File: config.mk
export PLATFORM = sky130hd
export DESIGN_NAME = scancode_to_ascii_decoder
export DESIGN_NICKNAME = d
export VERILOG_FILES = /design/src/rtl/core/sc2a_pkg.sv /design/src/rtl/core/scancode_to_ascii_decoder.sv
export VERILOG_INCLUDE_DIRS = /design/src /design/src/rtl/core
export SDC_FILE = /design/constraint.sdc
export NUM_CORES = 1
export LEC_CHECK = 0
export BUFFER_PORTS_ARGS = -buffer_cell sky130_fd_sc_hd__buf_2
export CAP_MARGIN = 20
export CORE_MARGIN = 2
export CORE_UTILIZATION = 45
export DETAILED_ROUTE_END_ITERATION = 6
export SYNTH_ARGS = -nofsm -noshare
export SYNTH_HDL_FRONTEND = slang
export SYNTH_SLANG_ARGS = --single-unit
File: constraint.sdc
create_clock -name clk -period 12.09 [get_ports clk]
set_input_delay 0 -clock clk [delete_from_list [all_inputs] [get_ports clk]]
set_output_delay 0 -clock clk [all_outputs]
set_load 0.005 [all_outputs]
File: src/rtl/core/scancode_to_ascii_decoder_macros.svh
// assertion macros for the scancode decoder
// used by scancode_to_ascii_decoder.sv, no other dependencies
`ifndef SCANCODE_TO_ASCII_DECODER_MACROS_SVH
`define SCANCODE_TO_ASCII_DECODER_MACROS_SVH

`ifndef ASSERT_OFF

// check on every rising edge outside reset
`define SC2A_ASSERT(label, clk, rst, prop, msg) \
  label: assert property (@(posedge clk) disable iff (rst) prop) else $error(msg);

// check on every rising edge, reset included
`define SC2A_ASSERT_ALWAYS(label, clk, prop, msg) \
  label: assert property (@(posedge clk) prop) else $error(msg);

`else

`define SC2A_ASSERT(label, clk, rst, prop, msg)
`define SC2A_ASSERT_ALWAYS(label, clk, prop, msg)

`endif

`endif

File: src/rtl/core/sc2a_pkg.sv
// shared types, key codes and lookup tables of the scancode decoder
// no dependencies
`timescale 1ns / 1ps

package sc2a_pkg;

  // scancode framing
  localparam logic [7:0] RELEASE_BIT  = 8'h80;
  localparam logic [7:0] MAKE_LIMIT   = 8'h53;
  localparam logic [7:0] BREAK_LSHIFT = 8'hAA;
  localparam logic [7:0] BREAK_RSHIFT = 8'hB6;

  // special key codes held in the normal table
  localparam logic [6:0] KEY_NONE   = 7'h00;
  localparam logic [6:0] KEY_ESC    = 7'h01;
  localparam logic [6:0] KEY_LSHIFT = 7'h03;
  localparam logic [6:0] KEY_RSHIFT = 7'h04;
  localparam logic [6:0] KEY_CAPS   = 7'd14;
  localparam logic [6:0] KEY_NUM    = 7'd15;
  localparam logic [6:0] KEY_SCROLL = 7'd16;

  // ascii codes with special handling
  localparam logic [6:0] ASCII_BS      = 7'h08;
  localparam logic [6:0] ASCII_TAB     = 7'h09;
  localparam logic [6:0] ASCII_LF      = 7'h0A;
  localparam logic [6:0] ASCII_SPACE   = 7'h20;
  localparam logic [6:0] ASCII_LOWER_A = 7'h61;
  localparam logic [6:0] ASCII_LOWER_Z = 7'h7A;

  localparam int ROM_DEPTH = 82;

  // keyboard flag set
  typedef struct packed {
    logic lshift;
    logic rshift;
    logic caps;
    logic num;
    logic scroll;
  } sc2a_flags_t;

  // unshifted key table, indexed by make code minus one
  localparam logic [6:0] NORMAL_ROM [0:ROM_DEPTH-1] = '{
    7'h01,
    7'h31, 7'h32, 7'h33, 7'h34, 7'h35, 7'h36, 7'h37, 7'h38, 7'h39, 7'h30, 7'h2D, 7'h3D,
    7'h08, 7'h09,
    7'h71, 7'h77, 7'h65, 7'h72, 7'h74, 7'h79, 7'h75, 7'h69, 7'h6F, 7'h70, 7'h5B, 7'h5D,
    7'h0A, 7'h00,
    7'h61, 7'h73, 7'h64, 7'h66, 7'h67, 7'h68, 7'h6A, 7'h6B, 7'h6C, 7'h3B, 7'h27, 7'h60,
    7'h03, 7'h5C,
    7'h7A, 7'h78, 7'h63, 7'h76, 7'h62, 7'h6E, 7'h6D, 7'h2C, 7'h2E, 7'h2F,
    7'h04, 7'h2A, 7'h00, 7'h20, 7'h0E,
    7'h00, 7'h00, 7'h00, 7'h00, 7'h00, 7'h00, 7'h00, 7'h00, 7'h00, 7'h00,
    7'h0F, 7'h10,
    7'h37, 7'h38, 7'h39, 7'h2D, 7'h34, 7'h35, 7'h36, 7'h2B, 7'h31, 7'h32, 7'h33, 7'h30
  };

  // shifted key table, same indexing
  localparam logic [6:0] SHIFTED_ROM [0:ROM_DEPTH-1] = '{
    7'h00,
    7'h21, 7'h40, 7'h23, 7'h24, 7'h25, 7'h5E, 7'h26, 7'h2A, 7'h28, 7'h29, 7'h5F, 7'h2B,
    7'h00, 7'h00,
    7'h51, 7'h57, 7'h45, 7'h52, 7'h54, 7'h59, 7'h55, 7'h49, 7'h4F, 7'h50, 7'h7B, 7'h7D,
    7'h00, 7'h00,
    7'h41, 7'h53, 7'h44, 7'h46, 7'h47, 7'h48, 7'h4A, 7'h4B, 7'h4C, 7'h3A, 7'h22, 7'h7E,
    7'h00, 7'h7C,
    7'h5A, 7'h58, 7'h43, 7'h56, 7'h42, 7'h4E, 7'h4D, 7'h3C, 7'h3E, 7'h3F,
    7'h00, 7'h2A, 7'h00, 7'h00, 7'h00,
    7'h00, 7'h00, 7'h00, 7'h00, 7'h00, 7'h00, 7'h00, 7'h00, 7'h00, 7'h00,
    7'h00, 7'h00,
    7'h37, 7'h38, 7'h39, 7'h2D, 7'h34, 7'h35, 7'h36, 7'h2B, 7'h31, 7'h32, 7'h33, 7'h30
  };

endpackage

File: src/rtl/core/scancode_to_ascii_decoder.sv
// set-1 scancode to ascii decoder, top level
// depends on sc2a_pkg and scancode_to_ascii_decoder_macros.svh
`timescale 1ns / 1ps

// Takes one raw set-1 scancode byte per item and returns one result item per
// scancode: an ascii character with its valid flag, an escape reboot request,
// and the caps, num and scroll lock flags as they stand after that scancode.
// Shift and lock flags are kept inside and updated in scancode order. The
// block accepts one item every cycle while the output side takes results;
// each item passes through the input register and the result register,
// with the table lookup and flag update between them. A stalled output holds
// its result and backs up the input side after one more item.
module scancode_to_ascii_decoder (
  input  logic        clk,
  input  logic        rst,
  input  logic        s_axis_tvalid,
  output logic        s_axis_tready,
  input  logic [7:0]  s_axis_tdata,   // [7:0] scancode
  output logic        m_axis_tvalid,
  input  logic        m_axis_tready,
  output logic [15:0] m_axis_tdata,   // [6:0] char_code, [7] reboot_request, [8] led_caps,
                                      // [9] led_num, [10] led_scroll, [15:11] zero
  output logic        m_axis_tuser    // [0] char_valid
);

`include "scancode_to_ascii_decoder_macros.svh"

  // input register
  logic       s1_valid;
  logic [7:0] s1_code;

  // result register
  logic       out_char_valid;
  logic [6:0] out_char_code;
  logic       out_reboot;
  logic       out_caps;
  logic       out_num;
  logic       out_scroll;

  // keyboard state
  sc2a_pkg::sc2a_flags_t flags;
  sc2a_pkg::sc2a_flags_t flags_next;

  // decode results
  logic       char_valid_next;
  logic [6:0] char_code_next;
  logic       reboot_next;

  logic       out_ready;
  logic       advance;
  logic       is_make;
  logic [6:0] rom_idx;
  logic [6:0] key;
  logic [6:0] key_shifted;
  logic       shift_any;
  logic       use_shift;

  // pipeline flow control
  assign out_ready     = !m_axis_tvalid || m_axis_tready;
  assign advance       = s1_valid && out_ready;
  assign s_axis_tready = !s1_valid || out_ready;

  // table lookup
  assign is_make = ((s1_code & sc2a_pkg::RELEASE_BIT) == 8'h00) && (s1_code != 8'h00) &&
                   (s1_code < sc2a_pkg::MAKE_LIMIT);
  assign rom_idx     = is_make ? (s1_code[6:0] - 7'd1) : 7'd0;
  assign key         = sc2a_pkg::NORMAL_ROM[rom_idx];
  assign key_shifted = sc2a_pkg::SHIFTED_ROM[rom_idx];
  assign shift_any   = flags.lshift || flags.rshift;

  // letters follow shift xor caps, other printables follow shift
  always_comb begin
    if (key >= sc2a_pkg::ASCII_LOWER_A && key <= sc2a_pkg::ASCII_LOWER_Z) begin
      use_shift = shift_any ^ flags.caps;
    end else begin
      use_shift = shift_any;
    end
  end

  // key action and flag update
  always_comb begin
    flags_next      = flags;
    char_valid_next = 1'b0;
    char_code_next  = sc2a_pkg::KEY_NONE;
    reboot_next     = 1'b0;
    if (is_make) begin
      if (key == sc2a_pkg::KEY_ESC) begin
        reboot_next = 1'b1;
      end else if (key > sc2a_pkg::ASCII_SPACE) begin
        char_valid_next = 1'b1;
        char_code_next  = use_shift ? key_shifted : key;
      end else if (key == sc2a_pkg::KEY_CAPS) begin
        flags_next.caps = !flags.caps;
      end else if (key == sc2a_pkg::KEY_NUM) begin
        flags_next.num = !flags.num;
      end else if (key == sc2a_pkg::KEY_SCROLL) begin
        flags_next.scroll = !flags.scroll;
      end else if (key == sc2a_pkg::ASCII_LF || key == sc2a_pkg::ASCII_TAB ||
                   key == sc2a_pkg::ASCII_BS || key == sc2a_pkg::ASCII_SPACE) begin
        char_valid_next = 1'b1;
        char_code_next  = key;
      end else if (key == sc2a_pkg::KEY_LSHIFT) begin
        flags_next.lshift = 1'b1;
      end else if (key == sc2a_pkg::KEY_RSHIFT) begin
        flags_next.rshift = 1'b1;
      end
    end else if (s1_code == sc2a_pkg::BREAK_LSHIFT) begin
      flags_next.lshift = 1'b0;
      flags_next.rshift = 1'b0;
    end else if (s1_code == sc2a_pkg::BREAK_RSHIFT) begin
      flags_next.rshift = 1'b0;
    end
  end

  // control state and keyboard flags
  always_ff @(posedge clk) begin
    if (rst) begin
      s1_valid      <= 1'b0;
      m_axis_tvalid <= 1'b0;
      flags         <= '0;
    end else begin
      if (s_axis_tready) begin
        s1_valid <= s_axis_tvalid;
      end
      if (out_ready) begin
        m_axis_tvalid <= s1_valid;
      end
      if (advance) begin
        flags <= flags_next;
      end
    end
  end

  // payload registers
  always_ff @(posedge clk) begin
    if (s_axis_tvalid && s_axis_tready) begin
      s1_code <= s_axis_tdata;
    end
    if (advance) begin
      out_char_valid <= char_valid_next;
      out_char_code  <= char_code_next;
      out_reboot     <= reboot_next;
      out_caps       <= flags_next.caps;
      out_num        <= flags_next.num;
      out_scroll     <= flags_next.scroll;
    end
  end

  // result item packing
  assign m_axis_tdata = {5'b00000, out_scroll, out_num, out_caps, out_reboot, out_char_code};
  assign m_axis_tuser = out_char_valid;

  // checks
  `SC2A_ASSERT(a_code_matches_valid, clk, rst,
    m_axis_tvalid |-> (out_char_valid == (out_char_code != 7'd0)),
    "char code and char valid disagree")
  `SC2A_ASSERT(a_reboot_no_char, clk, rst,
    m_axis_tvalid |-> !(out_reboot && out_char_valid),
    "reboot request together with a character")
  `SC2A_ASSERT(a_flags_hold_when_idle, clk, rst,
    !advance |=> $stable(flags),
    "keyboard flags changed without a decoded item")
  `SC2A_ASSERT(a_ready_when_empty, clk, rst,
    !m_axis_tvalid |-> s_axis_tready,
    "input stalled while the result register is empty")

endmodule
## After elaboration in Yosys (flattened, before gate mapping)

Memory sizes are Yosys's and may differ from the RTL's.
Cells that the tools add are included.

- Bitwise operators: 3
- Order comparisons: 5
- Reduce and logical (&&, ||, !) cells: 23
- Add/sub/neg operators: 1
- Equality and inequality tests: 21
- Muxes and demuxes: 37

Operator list:

| cell | count |
|---|---|
| two-way mux 7 bit | 11 |
| == test 7 x 4 -> 1 bit, second input constant | 5 |
| two-way mux 1 bit | 17 |
| == test 8 bit, second input constant | 2 |
| inequality test 2 bit, second input constant | 7 |
| two-way mux 2 bit | 6 |
| two-way mux 5 bit | 2 |
| AND reduction 10 bit | 1 |
| AND reduction 9 bit | 1 |
| greater-or-equal comparator 8 bit, second input constant | 1 |
| logical NOT 8 bit | 1 |
| less-than comparator 8 x 7 -> 1 bit, second input constant | 1 |
| NOT 7 -> 8 bit | 1 |
| nonzero test 8 bit | 1 |
| == test 7 x 1 -> 1 bit, second input constant | 1 |
| == test 7 x 2 -> 1 bit, second input constant | 1 |
| == test 7 x 3 -> 1 bit, second input constant | 1 |
| == test 7 x 5 -> 1 bit, second input constant | 1 |
| == test 7 x 6 -> 1 bit, second input constant | 1 |
| greater-or-equal comparator 7 bit, second input constant | 1 |
| greater-than comparator 7 x 6 -> 1 bit, second input constant | 1 |
| less-or-equal comparator 7 bit, second input constant | 1 |
| subtractor 7 x 1 -> 7 bit, second input constant | 1 |
| logical OR 1 bit | 6 |
| other kinds (9) | 18 |

- Register bits after elaboration: 27
- Memory bits (read-only): 1792
- Memories: 2
- Bits of input ports: 12
- Word-level logic and storage cells: 106

Memories:

| memory | words | width | rd ports | clocked after memory_dff | write ports | RTL line | RTL |
|---|---|---|---|---|---|---|---|
| (no name shown) | 128 | 7 | 1 | 0 | 0 | scancode_to_ascii_decoder.sv:68 | `assign key_shifted = sc2a_pkg::SHIFTED_ROM[rom_idx];` |
| (no name shown) | 128 | 7 | 1 | 0 | 0 | scancode_to_ascii_decoder.sv:67 | `assign key = sc2a_pkg::NORMAL_ROM[rom_idx];` |

## Longest topological paths before layout

Gate-level depths: netlist of run 1.

- Depth in word-level cells: 19
- Depth in mapped cells: 25

## Worst setup path after synthesis of run 1

No wires, ideal clock.

- Kind: register to register
- From: reg s1_code[0]
- To: reg out_char_code[1], data pin
- Required time: 11.921 ns
- Setup time: 0.169 ns
- Path slack: 6.603 ns
- Cell stages (with the launch flop): 24
- Arrival time: 5.318 ns
- Cell sequence: edfxtp_1 -> clkbuf_1 -> clkbuf_1 -> clkinv_1 -> ha_1 -> buf_2 -> nor3b_2 -> a21o_1 -> nor2_1 -> clkbuf_1 -> nand2_1 -> inv_1 -> ha_1 -> clkbuf_1 -> nand2_1 -> nand2_1 -> nor2_1 -> or4_4 -> a21oi_1 -> o21a_1 -> o211ai_2 -> xor2_4 -> nand2_2 -> o31ai_1

- Cells in the longest elaborated chain, start to end: 17

RTL lines:

| what | RTL line | RTL |
|---|---|---|
| start, declared | scancode_to_ascii_decoder.sv:30 | `logic [7:0] s1_code;` |
| start signal, assigned | scancode_to_ascii_decoder.sv:137 | `s1_code <= s_axis_tdata;` |
| parallel branches: the longest is 17 deep, another holds less-than comparator 8 x 7 -> 1 bit | - |  |
| end signal, assigned | scancode_to_ascii_decoder.sv:141 | `out_char_code <= char_code_next;` |
| end, declared | scancode_to_ascii_decoder.sv:34 | `logic [6:0] out_char_code;` |

Several ways; the timed one is not identified. The select of a mux whose other input is x is not followed.
A chain may end at the register's enable or synchronous reset.

## Worst setup path after layout of run 1

Ends and elaborated chain as after synthesis.

==> impl_metrics.json, run 1 <==
{
  "synth_edf_count": 20,
  "rsz0062_at_grt": "no",
  "route.layer.met1.wl_mm": 5.38,
  "most-common-layout-cells": "nor2_1, nand2_1, a21oi_1",
  "drtPass1Iterations": 6,
  "globalRoute.totalOverflow": 0,
  "worst_ep_required_time_ns": 12.19,
  "critical_path_type": "flip-flop to flip-flop",
  "worst_pin_slew_ns": 1.19,
  "footprint_of_the_multi_input_gates_um2": 2760,
  "ys_ff_latch": 27,
  "p_clk_frac": 0.161,
  "synth_top_flop_cell": "edfxtp_1",
  "layout-area-overhead-vs-synth_pct": 7.60,
  "mostFrequentLayoutCell": "nor2_1",
  "route.met3.wl_mm": 1.54,
  "finalCriticalPeriod_ns": 5.98,
  "pin_count": 31,
  "post-place-cells": 620,
  "finalHoldViolations": 0,
  "ir_worst_vdd_mv": 0.0487,
  "power.static_leakage_uw": 0.00141,
  "cts.path.max_buffers": 2,
  "routed-via-count": 4385,
  "maxSlewViolCount": 0,
  "yosysUniqueCellTypes": 80,
  "top_signal_layer_used": "met4",
  "synth_seq_area_share": 0.196,
  "seq_power_share": 0.347,
  "cp_num_buf_inv": 6,
  "layoutNonFillerInstCount": 636,
  "regArea_um2": 741,
  "post_cts_buffers": 0,
  "number_of_clock_buffers_inserted_by_tritoncts": 3,
  "cts-root-buf": "clkbuf_8",
  "critical_path.max_stage_delay_ns": 0.48,
  "path_delay_family": "compound AO/OA/AOI/OAI gates",
  "cts_resized": 0,
  "ctsHoldBuffers": 11,
  "power.share.combinational": 0.492,
  "first_global_vias": 3898,
  "count_of_h_tree_levels_built_during_cts": 1,
  "avgViaCountPerCell": 6.89,
  "grt_pass1_wl_mm": 20.9,
  "crit_path_start_kind": "flip-flop",
  "timing.critical_path.mode_cell": "buf_4",
  "fill_cells": 835,
  "run_status": "finished, final reports clean",
  "num_rows": 33,
  "timing.clock.skew_ns": 0.00598,
  "postRouteAntennaNets": 0,
  "async_flop_share": 0,
  "cts.sink_count": 27,
  "port_buffers": 25,
  "initial_antenna_violation_count": 0,
  "grt_use_total": 0.293,
  "worst_skew_pair.late_latency_ns": 0.27,
  "netlist_area_um2": 3770,
  "die_extent_in_y_um": 95.6,
  "synthDominantAreaCellType": "edfxtp_1",
  "crit_arrival_ns": 6.08,
  "worst_slew_margin_rel": 0.201,
  "yosys-top-cells-area": "edfxtp_1, nor2_1, a21oi_1",
  "clkTransAtPathRegs_ns": 0.09,
  "worst_setup_path_end_kind": "flip-flop",
  "antennaDiodeCount": 0,
  "route.detailed.wl_per_inst_um": 21.0,
  "sum_of_met2_wire_segment_lengths_after_detailed_routing_mm": 5.69,
  "cts_tree": "built",
  "floorplan.die_area_um2": 9130,
  "timing.setup.tns_ns": 0,
  "critical_path_peak_fanout": 36,
  "power_switching_uw": 134,
  "clock.fmax_mhz": 167,
  "ratio_of_final_minimum_period_to_clock_period": 0.494,
  "core_area_um2": 8180,
  "cell_internal_pwr_uw": 179,
  "powerDensity_nw_per_um2": 77.1,
  "dr.first_iter.drc_count": 585,
  "postSynthCellCount": 526,
  "route.final.wire_length_mm": 13.3,
  "place_hpwl_mm": 9.43,
  "pin_count_of_the_biggest_net_entering_global_routing": 40,
  "timing.critical_path.cells": "buf_4, clkinv_1, ha_1, buf_4, nor3b_2, a21o_1, nor2_1, buf_4, nand2_1, inv_1, ha_1, inv_1, o21ai_0, o21ai_0, a2111oi_0, or4_4, a21oi_1, o21a_1, o211ai_2, xor2_4, nand2_2, o31ai_1",
  "finish.net_count": 555,
  "initial_core_util": 0.461,
  "drcViolationCount": 0,
  "routabilityCongestion": 1.05,
  "drive_above_1_share": 0.130,
  "die_width_um": 95.6,
  "final-setup-viol-count": 0,
  "yosys.area.top_type_share": 0.159,
  "worstHoldPathType": "input pin to flip-flop",
  "avg_inst_size_synth_um2": 7.17,
  "synthesis.yosys.warnings": 0,
  "sw_frac_of_total": 0.428,
  "cp_slowest_cell": "a2111oi_0",
  "max_cap_violations": 0
}
-- worst paths after layout --
kind | startpoint | cells after the start | end | slack (ns)
worst max-delay path | s1_code[0] | 22 | out_char_code[1] | 6.11
worst min-delay path | m_axis_tready | 4 | m_axis_tvalid | 0.04
worst min register to register | s1_valid | 2 | m_axis_tvalid | 0.52
worst max register to register | s1_code[0] | 22 | out_char_code[1] | 6.11
-- worst reg2reg max path: cells and delay by family (launching register included) --
| kind | cells | cell delay [ns] |
|---|---|---|
| simple gates | 5 | 0.94 |
| xor+xnor | 1 | 0.26 |
| compound gates | 8 | 2.03 |
| fa+ha+maj | 2 | 0.77 |
| flops | 1 | 0.33 |
| buf+inv | 6 | 1.50 |
-- layout make-up --
| cell class | count | share of cell area |
|---|---|---|
| clock buffer | 3 | 0.0102 |
| clock inverter | 1 | 0.00123 |
| timing repair buffer | 49 | 0.0814 |
| multi-input combinational | 438 | 0.680 |
| tap | 105 | 0.0324 |
| sequential | 27 | 0.182 |
| inverter | 13 | 0.0120 |
-- cell usage after synthesis, types with 4 or more instances --
| cell | count |
|---|---|
| a2111oi_0 | 4 |
| a211oi_1 | 5 |
| a21boi_0 | 5 |
| a21oi_1 | 44 |
| a22oi_1 | 7 |
| a31oi_1 | 9 |
| and2_1 | 4 |
| and3_1 | 4 |
| buf_2 | 6 |
| buf_4 | 9 |
| clkbuf_1 | 35 |
| dfxtp_1 | 7 |
| edfxtp_1 | 20 |
| ha_1 | 11 |
| inv_1 | 12 |
| mux2i_1 | 9 |
| nand2_1 | 45 |
| nand2b_1 | 8 |
| nand3_1 | 22 |
| nor2_1 | 60 |
| nor2b_1 | 10 |
| nor3_1 | 18 |
| nor3b_1 | 4 |
| nor4_1 | 6 |
| o211ai_1 | 9 |
| o21a_1 | 6 |
| o21ai_0 | 40 |
| o31ai_1 | 7 |
| or2_2 | 4 |
| or3b_2 | 4 |
| xnor2_1 | 7 |
-- power by group through the flow --
| stage | registers (uW) | clock network (uW) | logic [uW] |
|---|---|---|---|
| finish | 109 | 50.4 | 154 |
| global route | 109 | 56.6 | 163 |
| global placement | 111 | 0 | 143 |
| floorplan | 109 | 0 | 105 |
| detailed placement | 111 | 0 | 143 |
| CTS | 109 | 52.1 | 146 |
-- cells by family after synthesis --
logic type               after synthesis  synth area share
AO/OA/AOI/OAI                        191             0.349
XOR/XNOR                              10            0.0282
adder cells (fa/ha/maj)               11            0.0365
buffers and inverters                 65            0.0756
flip-flops                            27             0.196
AND/OR/NAND/NOR                      209             0.280
multiplexers                          12            0.0328
other                                  1          0.000994
-- per-layer routing --
| layer | up-vias | GRT usage |
|---|---|---|
| met4 | 0 | 0.129 |
| met2 | 314 | 0.433 |
| li1 | 1984 | - |
| met3 | 81 | 0.0680 |
| met1 | 2006 | 0.405 |
| met5 | - | 0 |
-- through the flow --
stage               power (uW)  utilization  hold slack, ns  cell area (um^2)  setup WS [ns]
finish                     313        0.496          0.0375              4060           6.11
CTS                        307        0.496          0.0287              4050           6.21
detailed placement         253        0.477           0.178              3900           6.25
floorplan                  214            -          0.0724              3790           6.60
global placement           254        0.477           0.177              3900           6.35
global route               329        0.496          0.0297              4060           5.51
-- registers in the layout, summed over array words and instances (netlist names) --
register	flops
m_axis_tuser	1
out_reboot	1
s1_code	8
out_caps	1
m_axis_tvalid	1
flags	5
s1_valid	1
out_char_code	7
out_num	1
out_scroll	1
No activity file was read; power rests on OpenSTA's default activity.
==> run 2, diff against run 1 <==
==> constraint.sdc (replaced) <==
create_clock -name clk -period 5.68 [get_ports clk]
set_input_delay 0 -clock clk [delete_from_list [all_inputs] [get_ports clk]]
set_output_delay 0 -clock clk [all_outputs]
set_load 0.005 [all_outputs]
==> impl_metrics.json, run 2 (same netlist as run 1, synthesis figures left out) <==
{
  "max_cap_violations": 0,
  "count_of_h_tree_levels_built_during_cts": 1,
  "grt_use_total": 0.324,
  "worst_pin_slew_ns": 1.02,
  "finish.utilization": 0.508,
  "cts_tree": "built",
  "die_width_um": 95.6,
  "finalCriticalPeriod_ns": 5.20,
  "timing.critical_path.mode_cell": "nor2_1",
  "num_rows": 33,
  "finalHoldViolations": 0,
  "rsz0062_at_grt": "no",
  "critical_path_peak_fanout": 12,
  "final-setup-viol-count": 0,
  "initial_core_util": 0.461,
  "maxSlewViolCount": 0,
  "cts_resized": 0,
  "place_area_um2": 4000,
  "powerDensity_nw_per_um2": 165,
  "postRouteAntennaNets": 0,
  "critical_path_type": "flip-flop to flip-flop",
  "clkTransAtPathRegs_ns": 0.10,
  "drtPass1Iterations": 6,
  "largest_register_ff_count": 8,
  "mostFrequentLayoutCell": "nor2_1",
  "drive_above_1_share": 0.149,
  "cts.sink_count": 27,
  "core_area_um2": 8180,
  "first_global_vias": 3899,
  "antennaDiodeCount": 0,
  "sum_of_met2_wire_segment_lengths_after_detailed_routing_mm": 6.15,
  "cts.path.max_buffers": 2,
  "most-common-layout-cells": "nor2_1, nand2_1, a21oi_1",
  "finish.net_count": 567,
  "worst_ep_required_time_ns": 5.80,
  "stdcell_area_um2": 4150,
  "timing.setup.tns_ns": 0,
  "route.met3.wl_mm": 1.40,
  "worst_slew_margin_rel": 0.309,
  "dr.first_iter.drc_count": 473,
  "timing.critical_path.cells": "nor3b_1, and2_1, nor2_1, nand2_1, inv_1, ha_1, mux2_2, o31a_1, o22ai_1, nand2_1, o311ai_0, nand4b_2, nor2_1, nor2_1, nand2_2, o31ai_1",
  "initial_antenna_violation_count": 0,
  "crit_path_start_kind": "flip-flop",
  "globalRoute.totalOverflow": 0,
  "route.final.wire_length_mm": 14.3,
  "run_status": "finished, final reports clean",
  "grt_pass1_wl_mm": 22.4,
  "cts-root-buf": "clkbuf_8",
  "drcViolationCount": 0,
  "critical_path.max_stage_delay_ns": 0.66,
  "route.layer.met1.wl_mm": 6.08,
  "routabilityCongestion": 1.05,
  "routed-via-count": 4412,
  "layout_top_registers": "s1_code x8, out_char_code x7, flags x5",
  "pin_count": 31,
  "cp_slowest_cell": "nor3b_1",
  "layout-area-overhead-vs-synth_pct": 10.1,
  "crit_arrival_ns": 5.32,
  "pin_count_of_the_biggest_net_entering_global_routing": 38,
  "worstHoldPathType": "input pin to flip-flop",
  "timing.clock.skew_ns": 0.00807,
  "ir_worst_vdd_mv": 0.105,
  "clock.fmax_mhz": 192,
  "worst_setup_path_end_kind": "flip-flop",
  "die_extent_in_y_um": 95.6,
  "top_signal_layer_used": "met4",
  "regMostFlops": "s1_code",
  "worst_skew_pair.late_latency_ns": 0.28,
  "route.detailed.wl_per_inst_um": 22.1,
  "avgViaCountPerCell": 6.81,
  "floorplan.die_area_um2": 9130,
  "power.static_leakage_uw": 0.00147,
  "worst_hold_slack_ns": 0.0226,
  "number_of_clock_buffers_inserted_by_tritoncts": 3,
  "place_hpwl_mm": 10.6,
  "ratio_of_final_minimum_period_to_clock_period": 0.916,
  "port_buffers": 25
}
run 2: changes by cell type in the layout (fill, tap and decap cells not counted):
cell / previous run / this run
clkinv_2: 1 / 0
buf_4: 12 / 25
clkinvlp_4: 0 / 1
clkbuf_2: 1 / 0
run 2: repair_timing:
action	CTS	global route
hold buffers	11	0
buffers inserted	0	0
hold endpoints to repair	13	0
run 2: final timing paths:
check	depth (start not counted)	from	slack (ns)	end
worst max-delay path	16	s1_code[5]	0.48	out_char_code[1]
worst min-delay path	4	m_axis_tready	0.02	m_axis_tvalid
worst max register to register	16	s1_code[5]	0.48	out_char_code[1]
worst min register to register	2	s1_valid	0.52	m_axis_tvalid
run 2: layout make-up:
| cell class | count | area (um^2) |
|---|---|---|
| Clock buffer | 3 | 41.3 |
| Clock inverter | 1 | 7.51 |
| Fill cell | 833 | 4020 |
| Inverter | 13 | 48.8 |
| Multi-Input combinational cell | 438 | 2760 |
| Sequential cell | 27 | 741 |
| Tap cell | 105 | 131 |
| Timing Repair Buffer | 61 | 423 |
run 2: layer usage:
metal | vias to the layer above | track usage
met3 | 62 | 0.0506
met5 | - | 0
met1 | 2033 | 0.469
li1 | 2008 | -
met4 | 0 | 0.149
met2 | 309 | 0.466
run 2: where the power goes:
| part | switching (uW) | leakage, uW | internal, uW | total [uW] |
|---|---|---|---|---|
| Clock | 64.2 | 0.0000217 | 50.0 | 114 |
| Combinational | 226 | 0.00120 | 115 | 341 |
| Sequential | 5.94 | 0.000245 | 224 | 230 |
| Total | 296 | 0.00147 | 388 | 685 |
run 2: critical path, delay by kind of cell, from the launching register on:
kind	cells	cell delay [ns]
simple gates	9	2.41
buf+inv	1	0.12
fa+ha+maj	1	0.41
flops	1	0.58
mux	1	0.37
compound gates	4	1.16
run 2: per-stage QoR:
stage / instances / power [uW] / setup WS, ns
6_report: 648 / 685 / 0.479
2_1_floorplan: 530 / 456 / 0.193
3_3_place_gp: 633 / 560 / 0.589
5_1_grt: 648 / 720 / 0.0432
3_5_place_dp: 633 / 556 / 0.590
4_1_cts: 648 / 676 / 0.547
==> run 3, diff against run 2 <==
--- a/config.mk
+++ b/config.mk
@@ -7,9 +7,8 @@
 export NUM_CORES = 1
 export LEC_CHECK = 0
 export BUFFER_PORTS_ARGS = -buffer_cell sky130_fd_sc_hd__buf_2
-export CAP_MARGIN = 20
 export CORE_MARGIN = 2
-export CORE_UTILIZATION = 45
+export CORE_UTILIZATION = 35
 export DETAILED_ROUTE_END_ITERATION = 6
 export SYNTH_ARGS = -nofsm -noshare
 export SYNTH_HDL_FRONTEND = slang
==> impl_metrics.json, run 3 (same netlist as run 1, synthesis figures left out) <==
{
  "run_status": "finished, final reports clean",
  "pin_count": 31,
  "grt_use_total": 0.262,
  "timing.setup.tns_ns": 0,
  "cts-root-buf": "clkbuf_8",
  "power.static_leakage_uw": 0.00145,
  "ir_worst_vdd_mv": 0.102,
  "sw_frac_of_total": 0.433,
  "globalRoute.totalOverflow": 0,
  "place_hpwl_mm": 11.1,
  "num_rows": 37,
  "final-setup-viol-count": 0,
  "drcViolationCount": 0,
  "routed-via-count": 4395,
  "worst_pin_slew_ns": 1.06,
  "initial_antenna_violation_count": 0,
  "crit_path_start_kind": "flip-flop",
  "post_cts_buffers": 0,
  "crit_arrival_ns": 5.24,
  "route.final.wire_length_mm": 15.0,
  "regMostFlops": "s1_code",
  "cell_internal_pwr_uw": 387,
  "worst_hold_slack_ns": 0.0314,
  "layoutNonFillerInstCount": 675,
  "worst_skew_pair.late_latency_ns": 0.28,
  "pin_count_of_the_biggest_net_entering_global_routing": 37,
  "avgViaCountPerCell": 6.51,
  "maxSlewViolCount": 0,
  "antennaDiodeCount": 0,
  "p_clk_frac": 0.162,
  "count_of_h_tree_levels_built_during_cts": 1,
  "layout_top_registers": "s1_code x8, out_char_code x7, flags x5",
  "power.share.combinational": 0.500,
  "number_of_clock_buffers_inserted_by_tritoncts": 3,
  "clock.fmax_mhz": 195,
  "layout-area-overhead-vs-synth_pct": 10.5,
  "critical_path_peak_fanout": 12,
  "worst_slew_margin_rel": 0.286,
  "die_extent_in_y_um": 108,
  "worstHoldPathType": "input pin to flip-flop",
  "max_cap_violations": 0,
  "critical_path_type": "flip-flop to flip-flop",
  "drive_above_1_share": 0.148,
  "drtPass1Iterations": 7,
  "port_buffers": 25,
  "routabilityCongestion": 1.04,
  "dr.first_iter.drc_count": 425,
  "most-common-layout-cells": "nor2_1, nand2_1, a21oi_1",
  "die_width_um": 108,
  "powerDensity_nw_per_um2": 164,
  "worst_ep_required_time_ns": 5.79,
  "largest_register_ff_count": 8,
  "floorplan.die_area_um2": 11600,
  "mostFrequentLayoutCell": "nor2_1",
  "initial_core_util": 0.362,
  "clkTransAtPathRegs_ns": 0.09,
  "seq_power_share": 0.337,
  "post-place-cells": 661,
  "postRouteAntennaNets": 0,
  "cts_tree": "built",
  "fill_cells": 1093,
  "rsz0062_at_grt": "no",
  "power_switching_uw": 296,
  "finish.net_count": 563,
  "grt_pass1_wl_mm": 23.5,
  "cts.sink_count": 27,
  "worst_setup_path_end_kind": "flip-flop",
  "core_area_um2": 10400,
  "finalCriticalPeriod_ns": 5.13,
  "cts.path.max_buffers": 2,
  "ratio_of_final_minimum_period_to_clock_period": 0.904,
  "finalHoldViolations": 0,
  "timing.clock.skew_ns": 0.00465,
  "first_global_vias": 4054,
  "route.detailed.wl_per_inst_um": 22.2
}
## run 3: cell count changes in the layout (fill, tap and decap cells not counted), sizes merged
| cell | change |
|---|---|
| buf | -3 |
| dlygate4sd3 | -1 |
## run 3: worst max-delay path: stages (launching register included)
cell	delay, ns
edfxtp_1	0.57
nor3b_1	0.67
and2_1	0.35
nor2_1	0.09
nand2_1	0.17
inv_1	0.13
ha_2	0.31
inv_1	0.17
o21ai_0	0.08
o21ai_0	0.26
a2111oi_0	0.17
or4_4	0.48
a21oi_1	0.46
o21a_1	0.24
o211ai_2	0.15
xor2_4	0.24
nand2_2	0.13
o31ai_1	0.28
## run 3: path summary, 6_finish.rpt
check / cells after the start / start / slack [ns] / end
worst max-delay path: 17 / s1_code[5] / 0.55 / out_char_code[1]
worst min-delay path: 4 / m_axis_tready / 0.03 / m_axis_tvalid
worst max register to register: 17 / s1_code[5] / 0.55 / out_char_code[1]
worst min register to register: 2 / s1_valid / 0.52 / m_axis_tvalid
## run 3: routing by layer
metal  part of all wire  track usage  vias to the layer above
li1                   -            -                     1997
met1               0.44        0.392                     2067
met2               0.44        0.385                      283
met3              0.088       0.0291                       48
met4              0.038       0.0952                        0
met5                  0            0                        -
## run 3: layout make-up
class | instances | area (um^2) | share of cell area
Tap cell | 136 | 170 | 0.0408
Inverter | 13 | 48.8 | 0.0117
Clock buffer | 3 | 41.3 | 0.00991
Multi-Input combinational cell | 438 | 2770 | 0.664
Sequential cell | 27 | 741 | 0.178
Clock inverter | 1 | 7.51 | 0.00180
Timing Repair Buffer | 57 | 390 | 0.0937
## run 3: timing repair
action	4_1_cts	5_1_grt
endpoints found under the hold margin	13	0
hold buffers	10	0
endpoints found under the setup margin	0	7
resized for setup	0	2
## run 3: power by group through the flow
stage	combinational (uW)	sequential (uW)	clock, uW
3_3_place_gp	329	235	0
5_1_grt	365	232	125
4_1_cts	329	230	115
6_report	342	230	111
3_5_place_dp	322	235	0
2_1_floorplan	224	232	0
## run 3: per-stage QoR
stage          total power [uW]  instance area, um^2  setup slack [ns]   util
2_1_floorplan               456                 3790             0.193      -
3_3_place_gp                564                 4010             0.475  0.385
3_5_place_dp                557                 4010             0.479  0.385
4_1_cts                     674                 4160             0.444  0.399
5_1_grt                     722                 4170             0.155  0.400
6_report                    683                 4170             0.546  0.400
